===== config.mk =====
export PLATFORM = sky130hd
export DESIGN_NAME = bit_plane_shuffle_encoder
export DESIGN_NICKNAME = d
export VERILOG_FILES = /design/src/hw/rtl/bps_pkg.sv /design/src/hw/rtl/bps_front.sv /design/src/hw/rtl/bps_run_fifo.sv /design/src/hw/rtl/bps_back.sv /design/src/hw/rtl/bit_plane_shuffle_encoder.sv
export VERILOG_INCLUDE_DIRS = /design/src /design/src/hw/rtl
export SDC_FILE = /design/constraint.sdc
export NUM_CORES = 2
export LEC_CHECK = 0
export BUFFER_PORTS_ARGS = -buffer_cell sky130_fd_sc_hd__buf_2
export CORE_ASPECT_RATIO = 1.25
export CORE_MARGIN = 4
export CORE_UTILIZATION = 40
export CTS_BUF_LIST = sky130_fd_sc_hd__clkbuf_16
export CTS_CLUSTER_DIAMETER = 50
export CTS_CLUSTER_SIZE = 20
export DETAILED_ROUTE_END_ITERATION = 12
export GPL_TIMING_DRIVEN = 1
export PLACE_DENSITY = 0.6
export SYNTH_ARGS = -nofsm -noshare
export SYNTH_HDL_FRONTEND = slang
export SYNTH_SLANG_ARGS = --single-unit

===== constraint.sdc =====
create_clock -name clk_i -period 88.8 [get_ports clk_i]
set_input_delay 13.32 -clock clk_i [delete_from_list [all_inputs] [get_ports clk_i]]
set_output_delay 13.32 -clock clk_i [all_outputs]
set_load 0.03 [all_outputs]

===== src/hw/rtl/assert_macros.svh =====
// Assertion macros for the RTL file that carries checks.
`ifndef ASSERT_MACROS_SVH
`define ASSERT_MACROS_SVH

// Plain concurrent check, clocked on clk_i and quiet while rst_ni is low.
`define BPS_ASSERT(lbl, prop) \
  lbl: assert property (@(posedge clk_i) disable iff (!rst_ni) (prop)) \
    else $error("bit plane shuffle check failed");

// Check that also runs while reset is asserted.
`define BPS_ASSERT_ALWAYS(lbl, prop) \
  lbl: assert property (@(posedge clk_i) (prop)) \
    else $error("bit plane shuffle check failed");

`endif


===== src/hw/rtl/bps_pkg.sv =====
`timescale 1ns / 1ps
package bps_pkg;

  localparam int MAX_ELEM_BYTES = 8;
  localparam int PLANES_MAX     = 8 * MAX_ELEM_BYTES;
  localparam int PLANE_IDX_W    = $clog2(PLANES_MAX);

  localparam int ELEM_W  = 64;
  localparam int ADDR_W  = 35;
  localparam int CFG_W   = 32;
  localparam int BPP_W   = 30;
  localparam int GROUP_W = 29;

  // Configuration register indexes.
  localparam int CFG_IDX_W = 2;
  localparam logic [CFG_IDX_W-1:0] CFG_ELEM_BYTES = 2'd0;
  localparam logic [CFG_IDX_W-1:0] CFG_ELEM_COUNT = 2'd1;

  localparam logic [3:0]       ELEM_BYTES_RESET = 4'd4;
  localparam logic [CFG_W-1:0] ELEM_COUNT_RESET = 32'd1;

  // Run queue between the front and the back.
  localparam int RUN_FIFO_DEPTH = 2;
  localparam int FIFO_PTR_W     = (RUN_FIFO_DEPTH > 1) ? $clog2(RUN_FIFO_DEPTH) : 1;
  localparam int FIFO_CNT_W     = $clog2(RUN_FIFO_DEPTH + 1);

  // One complete group of plane bytes, ready to be emitted.
  typedef struct packed {
    logic [PLANES_MAX-1:0][7:0] planes;
    logic [PLANE_IDX_W-1:0]     last_plane;
    logic [BPP_W-1:0]           bpp;
    logic [GROUP_W-1:0]         group;
    logic                       block_last;
  } run_t;

  typedef struct packed {
    logic full;
    logic empty;
  } fifo_stat_t;

endpackage


===== src/hw/rtl/bps_front.sv =====
`timescale 1ns / 1ps
module bps_front import bps_pkg::*; (
  input  logic                 clk_i,
  input  logic                 rst_ni,
  input  logic                 cfg_we_i,
  input  logic [CFG_IDX_W-1:0] cfg_index_i,
  input  logic [CFG_W-1:0]     cfg_data_i,
  input  logic [ELEM_W-1:0]    elem_value_i,
  input  logic                 elem_valid_i,
  output logic                 elem_stall_o,
  input  fifo_stat_t           fifo_stat_i,
  output logic                 push_o,
  output run_t                 run_o
);

  logic [3:0]                 elem_bytes_q, elem_bytes_d;
  logic [CFG_W-1:0]           elem_count_q, elem_count_d;
  logic [CFG_W-1:0]           idx_q, idx_d;
  logic [PLANES_MAX-1:0][7:0] acc_q, acc_d;

  logic [3:0]       eff_bytes;
  logic [6:0]       nplanes;
  logic [CFG_W-1:0] eff_count;
  logic [CFG_W:0]   bpp_sum;
  logic [2:0]       slot;
  logic             last;
  logic             run_due;
  logic             accept;
  logic [PLANES_MAX-1:0][7:0] gathered;

  always_comb begin
    if (elem_bytes_q == 4'd0) begin
      eff_bytes = 4'd1;
    end else if (elem_bytes_q > 4'(MAX_ELEM_BYTES)) begin
      eff_bytes = 4'(MAX_ELEM_BYTES);
    end else begin
      eff_bytes = elem_bytes_q;
    end
  end

  assign nplanes   = {eff_bytes, 3'b000};
  assign eff_count = (elem_count_q == '0) ? CFG_W'(1) : elem_count_q;
  assign bpp_sum   = {1'b0, eff_count} + (CFG_W+1)'(7);
  assign slot      = idx_q[2:0];
  assign last      = ({1'b0, idx_q} + (CFG_W+1)'(1)) >= {1'b0, eff_count};
  assign run_due   = (slot == 3'd7) || last;

  // Only an element that closes a group needs room in the run queue.
  assign elem_stall_o = run_due && fifo_stat_i.full;
  assign accept       = elem_valid_i && !elem_stall_o;
  assign push_o       = accept && run_due;

  always_comb begin
    for (int p = 0; p < PLANES_MAX; p++) begin
      gathered[p] = acc_q[p];
      if ((7'(p) < nplanes) && elem_value_i[p]) begin
        gathered[p] = acc_q[p] | (8'd1 << slot);
      end
    end
  end

  always_comb begin
    run_o.planes     = gathered;
    run_o.last_plane = PLANE_IDX_W'(nplanes - 7'd1);
    run_o.bpp        = bpp_sum[CFG_W:3];
    run_o.group      = idx_q[CFG_W-1:3];
    run_o.block_last = last;
  end

  always_comb begin
    idx_d = idx_q;
    acc_d = acc_q;
    if (accept) begin
      idx_d = last ? '0 : idx_q + CFG_W'(1);
      acc_d = run_due ? '0 : gathered;
    end
  end

  always_comb begin
    elem_bytes_d = elem_bytes_q;
    elem_count_d = elem_count_q;
    if (cfg_we_i) begin
      case (cfg_index_i)
        CFG_ELEM_BYTES: elem_bytes_d = cfg_data_i[3:0];
        CFG_ELEM_COUNT: elem_count_d = cfg_data_i;
        default: ;
      endcase
    end
  end

  always_ff @(posedge clk_i or negedge rst_ni) begin
    if (!rst_ni) begin
      elem_bytes_q <= ELEM_BYTES_RESET;
      elem_count_q <= ELEM_COUNT_RESET;
      idx_q        <= '0;
      acc_q        <= '0;
    end else begin
      elem_bytes_q <= elem_bytes_d;
      elem_count_q <= elem_count_d;
      idx_q        <= idx_d;
      acc_q        <= acc_d;
    end
  end

endmodule


===== src/hw/rtl/bps_run_fifo.sv =====
`timescale 1ns / 1ps
module bps_run_fifo import bps_pkg::*; (
  input  logic       clk_i,
  input  logic       rst_ni,
  input  logic       push_i,
  input  run_t       data_i,
  input  logic       pop_i,
  output run_t       data_o,
  output fifo_stat_t stat_o
);

  run_t                  mem_q [RUN_FIFO_DEPTH];
  logic [FIFO_PTR_W-1:0] wr_ptr_q, wr_ptr_d;
  logic [FIFO_PTR_W-1:0] rd_ptr_q, rd_ptr_d;
  logic [FIFO_CNT_W-1:0] cnt_q, cnt_d;
  logic                  do_push, do_pop;

  assign stat_o.full  = (cnt_q == FIFO_CNT_W'(RUN_FIFO_DEPTH));
  assign stat_o.empty = (cnt_q == '0);
  assign do_push      = push_i && !stat_o.full;
  assign do_pop       = pop_i && !stat_o.empty;
  assign data_o       = mem_q[rd_ptr_q];

  always_comb begin
    wr_ptr_d = wr_ptr_q;
    rd_ptr_d = rd_ptr_q;
    cnt_d    = cnt_q;
    if (do_push) begin
      wr_ptr_d = (wr_ptr_q == FIFO_PTR_W'(RUN_FIFO_DEPTH - 1)) ? '0
                                                               : wr_ptr_q + FIFO_PTR_W'(1);
    end
    if (do_pop) begin
      rd_ptr_d = (rd_ptr_q == FIFO_PTR_W'(RUN_FIFO_DEPTH - 1)) ? '0
                                                               : rd_ptr_q + FIFO_PTR_W'(1);
    end
    if (do_push && !do_pop) begin
      cnt_d = cnt_q + FIFO_CNT_W'(1);
    end else if (do_pop && !do_push) begin
      cnt_d = cnt_q - FIFO_CNT_W'(1);
    end
  end

  always_ff @(posedge clk_i) begin
    if (do_push) begin
      mem_q[wr_ptr_q] <= data_i;
    end
  end

  always_ff @(posedge clk_i or negedge rst_ni) begin
    if (!rst_ni) begin
      wr_ptr_q <= '0;
      rd_ptr_q <= '0;
      cnt_q    <= '0;
    end else begin
      wr_ptr_q <= wr_ptr_d;
      rd_ptr_q <= rd_ptr_d;
      cnt_q    <= cnt_d;
    end
  end

endmodule


===== src/hw/rtl/bps_back.sv =====
`timescale 1ns / 1ps
module bps_back import bps_pkg::*; (
  input  logic              clk_i,
  input  logic              rst_ni,
  input  run_t              head_i,
  input  fifo_stat_t        fifo_stat_i,
  output logic              pop_o,
  output logic [ADDR_W-1:0] res_byte_address_o,
  output logic [7:0]        res_byte_value_o,
  output logic              res_run_last_o,
  output logic              res_block_end_o,
  output logic              res_valid_o,
  input  logic              res_stall_i
);

  logic [PLANE_IDX_W-1:0] plane_q, plane_d;
  logic [ADDR_W-1:0]      next_addr_q, next_addr_d;
  logic                   valid_q, valid_d;
  logic [ADDR_W-1:0]      addr_q, addr_d;
  logic [7:0]             value_q, value_d;
  logic                   run_last_q, run_last_d;
  logic                   block_end_q, block_end_d;
  logic                   load;
  logic                   plane_last;

  assign load       = !fifo_stat_i.empty && (!valid_q || !res_stall_i);
  assign plane_last = (plane_q == head_i.last_plane);
  assign pop_o      = load && plane_last;

  always_comb begin
    plane_d     = plane_q;
    next_addr_d = next_addr_q;
    valid_d     = valid_q && res_stall_i;
    addr_d      = addr_q;
    value_d     = value_q;
    run_last_d  = run_last_q;
    block_end_d = block_end_q;
    if (load) begin
      // The address walks by one plane stride per emitted byte.
      addr_d      = (plane_q == '0) ? ADDR_W'(head_i.group) : next_addr_q;
      next_addr_d = addr_d + ADDR_W'(head_i.bpp);
      value_d     = head_i.planes[plane_q];
      run_last_d  = plane_last;
      block_end_d = head_i.block_last;
      valid_d     = 1'b1;
      plane_d     = plane_last ? '0 : plane_q + PLANE_IDX_W'(1);
    end
  end

  always_ff @(posedge clk_i) begin
    next_addr_q <= next_addr_d;
    addr_q      <= addr_d;
    value_q     <= value_d;
    run_last_q  <= run_last_d;
    block_end_q <= block_end_d;
  end

  always_ff @(posedge clk_i or negedge rst_ni) begin
    if (!rst_ni) begin
      plane_q <= '0;
      valid_q <= 1'b0;
    end else begin
      plane_q <= plane_d;
      valid_q <= valid_d;
    end
  end

  assign res_valid_o        = valid_q;
  assign res_byte_address_o = addr_q;
  assign res_byte_value_o   = value_q;
  assign res_run_last_o     = run_last_q;
  assign res_block_end_o    = block_end_q;

endmodule


===== src/hw/rtl/bit_plane_shuffle_encoder.sv =====
`timescale 1ns / 1ps
// Bit-plane shuffle encoder. Elements enter on the elem channel, one per
// transaction, and plane bytes leave on the res channel with their byte
// offset in the shuffled block, a run_last flag on the last plane of a
// group and a block_end flag on every byte of the run that ends a block.
// The front gathers each element into 64 plane bytes and takes one element
// per cycle unless it stalls. When an element closes a group of eight or
// ends the block, the finished group is pushed into a two-entry run queue.
// The back drains the head run at one plane byte per cycle while res does
// not stall, and the queue lets the front take further elements meanwhile.
// A block that ends in a partial group still emits a whole run of
// 8*elem_bytes planes, so with elem_count of 1 every element yields a whole
// run. When the back is idle, the run of the closing element is written into
// the queue and its first byte is loaded from there into the output register.
// The front stalls only when an element would close a group or end the block
// while the queue is full. A stall on res holds the output register; the
// queue absorbs the next runs meanwhile. Configuration writes take effect at
// the next edge. Reset clears the gather buffer, the element index and the
// queue, and sets elem_bytes to 4 and elem_count to 1.
`include "assert_macros.svh"
module bit_plane_shuffle_encoder import bps_pkg::*; (
  input  logic                 clk_i,
  input  logic                 rst_ni,
  input  logic                 cfg_we_i,
  input  logic [CFG_IDX_W-1:0] cfg_index_i,
  input  logic [CFG_W-1:0]     cfg_data_i,
  input  logic [ELEM_W-1:0]    elem_value_i,
  input  logic                 elem_valid_i,
  output logic                 elem_stall_o,
  output logic [ADDR_W-1:0]    res_byte_address_o,
  output logic [7:0]           res_byte_value_o,
  output logic                 res_run_last_o,
  output logic                 res_block_end_o,
  output logic                 res_valid_o,
  input  logic                 res_stall_i
);

  fifo_stat_t fifo_stat;
  logic       push;
  logic       pop;
  run_t       run_in;
  run_t       run_head;

  // Front: configuration registers, element index and gather buffer.
  bps_front u_front (
    .clk_i        (clk_i),
    .rst_ni       (rst_ni),
    .cfg_we_i     (cfg_we_i),
    .cfg_index_i  (cfg_index_i),
    .cfg_data_i   (cfg_data_i),
    .elem_value_i (elem_value_i),
    .elem_valid_i (elem_valid_i),
    .elem_stall_o (elem_stall_o),
    .fifo_stat_i  (fifo_stat),
    .push_o       (push),
    .run_o        (run_in)
  );

  // Queue of complete groups waiting to be emitted.
  bps_run_fifo u_fifo (
    .clk_i  (clk_i),
    .rst_ni (rst_ni),
    .push_i (push),
    .data_i (run_in),
    .pop_i  (pop),
    .data_o (run_head),
    .stat_o (fifo_stat)
  );

  // Back: walks the planes of the head run into the output register.
  bps_back u_back (
    .clk_i              (clk_i),
    .rst_ni             (rst_ni),
    .head_i             (run_head),
    .fifo_stat_i        (fifo_stat),
    .pop_o              (pop),
    .res_byte_address_o (res_byte_address_o),
    .res_byte_value_o   (res_byte_value_o),
    .res_run_last_o     (res_run_last_o),
    .res_block_end_o    (res_block_end_o),
    .res_valid_o        (res_valid_o),
    .res_stall_i        (res_stall_i)
  );

  // The front only holds off elements when the run queue has no room.
  `BPS_ASSERT(a_stall_needs_full, elem_stall_o |-> fifo_stat.full)
  // Inside a run the next plane byte follows right after each transaction.
  `BPS_ASSERT(a_run_continues,
              (res_valid_o && !res_stall_i && !res_run_last_o) |=> res_valid_o)
  // The queue is never reported full and empty together.
  `BPS_ASSERT(a_fifo_stat_sane, !(fifo_stat.full && fifo_stat.empty))

endmodule


==> key figures <==
Yosys
  – Simple-gate share of the synthesized area: 3.46%
  – Ys async rst share: 32.5%
  – Synthesized area: 0.0761 mm^2
  – Sequential-to-total area share from yosys stat: 68.0%
  – Synth warn: 0
  – Post-Synth XOR/XNOR Area: ~1.1%
  – Top_reg_cell synth: edfxtp_1
  – Main combinational cell family by area after synthesis: compound AO/OA/AOI/OAI gates
  – Post-synth EDFFs: 1230
  – Synth unique cells: 66
  – Cells after Synth: 4459
  – Mux share of post-synthesis cell area: 11.5%
  – Number of synthesized register bits: 1821
  – Syn_area_per_cell: 17.1 um^2
  – Syn_nets: 4636
  – Compound-Gate Fraction of Synth Area: 12.6%
  – Adder-Cell Fraction of Synth Area: 1.23%

Clocking
  – TritonCTS Sinks: 1821
  – Hold_buf cts: 0
  – Setup Buffers After CTS: 0
  – # resized after CTS: 0
  – CTS buffer count: about 150
  – Root Driver: clkbuf_16
  – TritonCTS clock tree: built
  – H-tree Lvls: 4
  – Worst-path clk slew: 0.07 ns
  – CTS Buffer Depth: 3
  – Worst-skew pair later-pin latency: 0.81 ns

Critical path
  – FF-to-FF path depth: 21
  – Slowest CP cell: dfrtp_1
  – CP top delay family: simple AND/OR/NAND/NOR gates
  – R2r startpoint: u_front.idx_q[2]
  – Crit-path max FO: 23
  – Worst path cell trace: and3_1 > and3_1 > nand3_1 > nor4_1 > and4_1 > nand3_1 > xnor2_1 > ha_1 > nand3_1 > or4_1 > or2_1 > or3_1 > o22ai_2 > nor2_4 > inv_4 > nor2_1 > nor2_1 > buf_2
  – Critical Path RT: 75.48 ns
  – Most used cell, CP: nand3_1
  – CP Depth: 18
  – Critical Path End Type: primary output
  – Reg2reg setup slack: 80.18 ns
  – Crit path kind: flop to primary output
  – Critical path startpoint: u_front.idx_q[2]
  – Critical Path Start Type: flop
  – WP buf/inv: 2
  – CP peak stage delay: slightly below 0.8 ns
  – CP arrival: 6.41 ns
  – Reg2reg end: u_fifo.mem_q[1][230]
  – Crit path capture: elem_stall_o

Global routing
  – Vias in the first global route: approximately 40k
  – Global-route wire length before repair: 264000 um
  – Gr busiest metal: met2
  – Largest net degree at the start of global routing: 185
  – Met2 Track Usage GR: 29.1%
  – Overflow after GRT: 0
  – GR met1 Demand/Resource: roughly a quarter
  – Initial antenna violation count: 23
  – Met3 Use GR: under 10%
  – GR Util All Layers: around 18%

Final layout
  – Area grow syn2layout: 10.7%
  – Layout cells sized above 1: 19.4%
  – Final non-filler cell total: ~7.2k
  – Most common cell after layout, fill and taps aside: edfxtp_1
  – Nets: 4703
  – Commonest non-fill, non-tap cells in the layout: edfxtp_1, dfrtp_1, o211a_1

Die
  – I/O pin cnt: 150
  – Core Area: ~0.19 mm^2
  – DIE HEIGHT: 496 um
  – Die Span X: ~400 um
  – Die area: 0.197 mm^2
  – FP Rows: 178
  – Initial Util: 40.3%

Pwr
  – Register share of total power: between 40% and 50%
  – Clock Power Share: 23.9%
  – Net Switching: 0.963 mW
  – P_leak: around 37 nW
  – Sw Share: 34.2%
  – Internal cell power: 1.85 mW
  – Comb power frac: about 32%
  – PwrDens: 33.4 mW/mm^2
  – Worst vdd ir: between 0.02 and 0.03 mV

STA
  – Max-slew violations: 0
  – Final period demand of the worst path: 19.73 ns
  – Relative slew slack: 21.5%
  – Clk_skew: 0.0436 ns
  – Worst-margin pin slew: 1.18 ns
  – RSZ-0062 raised after global routing: false
  – Finish-stage setup viols: 0
  – Crit share post-route: between 20 and 25%
  – Final hold violation count: 0
  – Fmax: 50.7 MHz
  – Sum Neg Setup Slack: 0 ns

Routing
  – Routed wire length: roughly 180000 um
  – Total iterations of the first detailed-routing run: 5
  – Avg Vias per Cell: 5.60
  – DRC: 0
  – First DRT Iteration DRCs: 3099
  – DR WL/cell: 24.4 um
  – Final ANT Viol Nets: 0
  – Vias post-DR: approximately 40k

Placed design
  – GP Congestion: 0.852
  – HPWL after DPL: 104000 um
  – Placed cells: 6899
  – I/O Buffers: 149

Hold path
  – Worst Hold Class: flop to flop

Outcome
  – Outcome: completed

Job
  – Max cap viols: 0
[cells by family (layout without fill, tap and decap cells)]
group | count (synthesis) | in the layout
DFF | 1821 | 1821
AOI/OAI and AO/OA | 1159 | 1159
and+or+nand+nor | 516 | 516
muxes | 443 | 443
buffers and inverters | 347 | 536
xor gates and xnor gates | 99 | 99
adders and majority gates | 74 | 74
other | 0 | 10
[registers in the layout, indices dropped and copies added, names as in the netlist]
name	count
u_back.next_addr_q	35
u_back.plane_q	6
u_back.res_block_end_o	1
u_back.res_byte_address_o	35
u_back.res_byte_value_o	8
u_back.res_run_last_o	1
u_back.res_valid_o	1
u_fifo.cnt_q	2
u_fifo.mem_q	1150
u_fifo.rd_ptr_q	1
u_fifo.wr_ptr_q	1
u_front.acc_q	512
u_front.elem_bytes_q	4
u_front.elem_count_q	32
u_front.idx_q	32
[cells in the mapped netlist, types with 4 or more instances]
cell type | n | area share [%]
a21o_1 | 346 | 3.4
buf_2 | 97 | 0.64
clkbuf_1 | 133 | 0.66
o211a_1 | 449 | 5.9
a21oi_1 | 40 | 0.26
or2_2 | 5 | 0.041
xnor2_1 | 72 | 0.83
buf_1 | 27 | 0.13
and4_1 | 4 | 0.046
nand2_1 | 183 | 0.90
mux2i_1 | 34 | 0.45
ha_1 | 73 | 1.2
nand2b_1 | 7 | 0.058
or4_1 | 6 | 0.059
nor4_1 | 13 | 0.11
o31ai_1 | 6 | 0.059
nor3_1 | 19 | 0.12
mux4_2 | 336 | 9.9
o21a_1 | 6 | 0.059
buf_4 | 6 | 0.059
and3_1 | 15 | 0.12
nor2_1 | 49 | 0.24
edfxtp_1 | 1230 | 49
a211oi_1 | 6 | 0.059
nand4_1 | 13 | 0.11
and2_1 | 141 | 1.2
mux2_2 | 73 | 1.1
buf_6 | 23 | 0.34
inv_1 | 59 | 0.29
o211ai_1 | 5 | 0.049
or3_1 | 11 | 0.090
o21bai_1 | 199 | 2.0
nand3_1 | 33 | 0.22
nor2b_1 | 8 | 0.066
xor2_1 | 26 | 0.30
a31o_2 | 7 | 0.081
o21ai_0 | 72 | 0.47
dfrtp_1 | 589 | 19
[power by group through the flow]
stage,clock (mW),sequential (mW),combinational (mW)
final,0.672,1.24,0.906
after CTS,0.690,1.24,0.920
after floorplan,0,1.30,0.629
after global placement,0,1.25,0.902
after detailed placement,0,1.26,0.917
after global routing,0.723,1.25,0.979
[worst min path at each step]
stage	end	slack, ns	from	depth (start not counted)
after floorplan	u_fifo.mem_q[0][6]	0.44	u_front.idx_q[8]	0
after CTS	u_front.acc_q[407]	0.49	u_front.acc_q[407]	1
after global placement	u_front.acc_q[487]	0.47	u_front.acc_q[487]	1
final	u_front.acc_q[167]	0.49	u_front.acc_q[167]	1
after detailed placement	u_front.acc_q[39]	0.47	u_front.acc_q[39]	1
after global routing	u_front.acc_q[431]	0.50	u_front.acc_q[431]	1
[metrics by stage]
step | utilization [%] | setup WS, ns | hold WS [ns] | cell area (um^2) | power (mW)
CTS | 44.6 | 68.92 | 0.493 | 84200 | 2.85
global route | 44.6 | 68.67 | 0.504 | 84200 | 2.96
floorplan | - | 49.49 | 0.437 | 76100 | 1.93
finish | 44.7 | 69.07 | 0.488 | 84200 | 2.81
detailed placement | 42.0 | 69.80 | 0.473 | 79300 | 2.17
global placement | 42.0 | 69.88 | 0.470 | 79300 | 2.15
[layer usage]
metal | share of wire (%) | routed length, um | vias to the layer above
met3 | 5.4 | 9460 | 244
met1 | 43 | 74500 | 21126
met4 | 3.0 | 5330 | 14
li1 | - | - | 17856
met2 | 49 | 85700 | 924
met5 | 0.047 | 83 | -
[layout make-up]
type	count	area (um^2)
Multi-Input combinational cell	2291	22800
Antenna cell	10	25.0
Sequential cell	1821	51700
Timing Repair Buffer	207	1300
Tap cell	2520	3150
Clock buffer	148	3700
Fill cell	16270	104000
Inverter	60	229
Clock inverter	121	1230
Note: power is estimated with default switching activity, not from simulation.
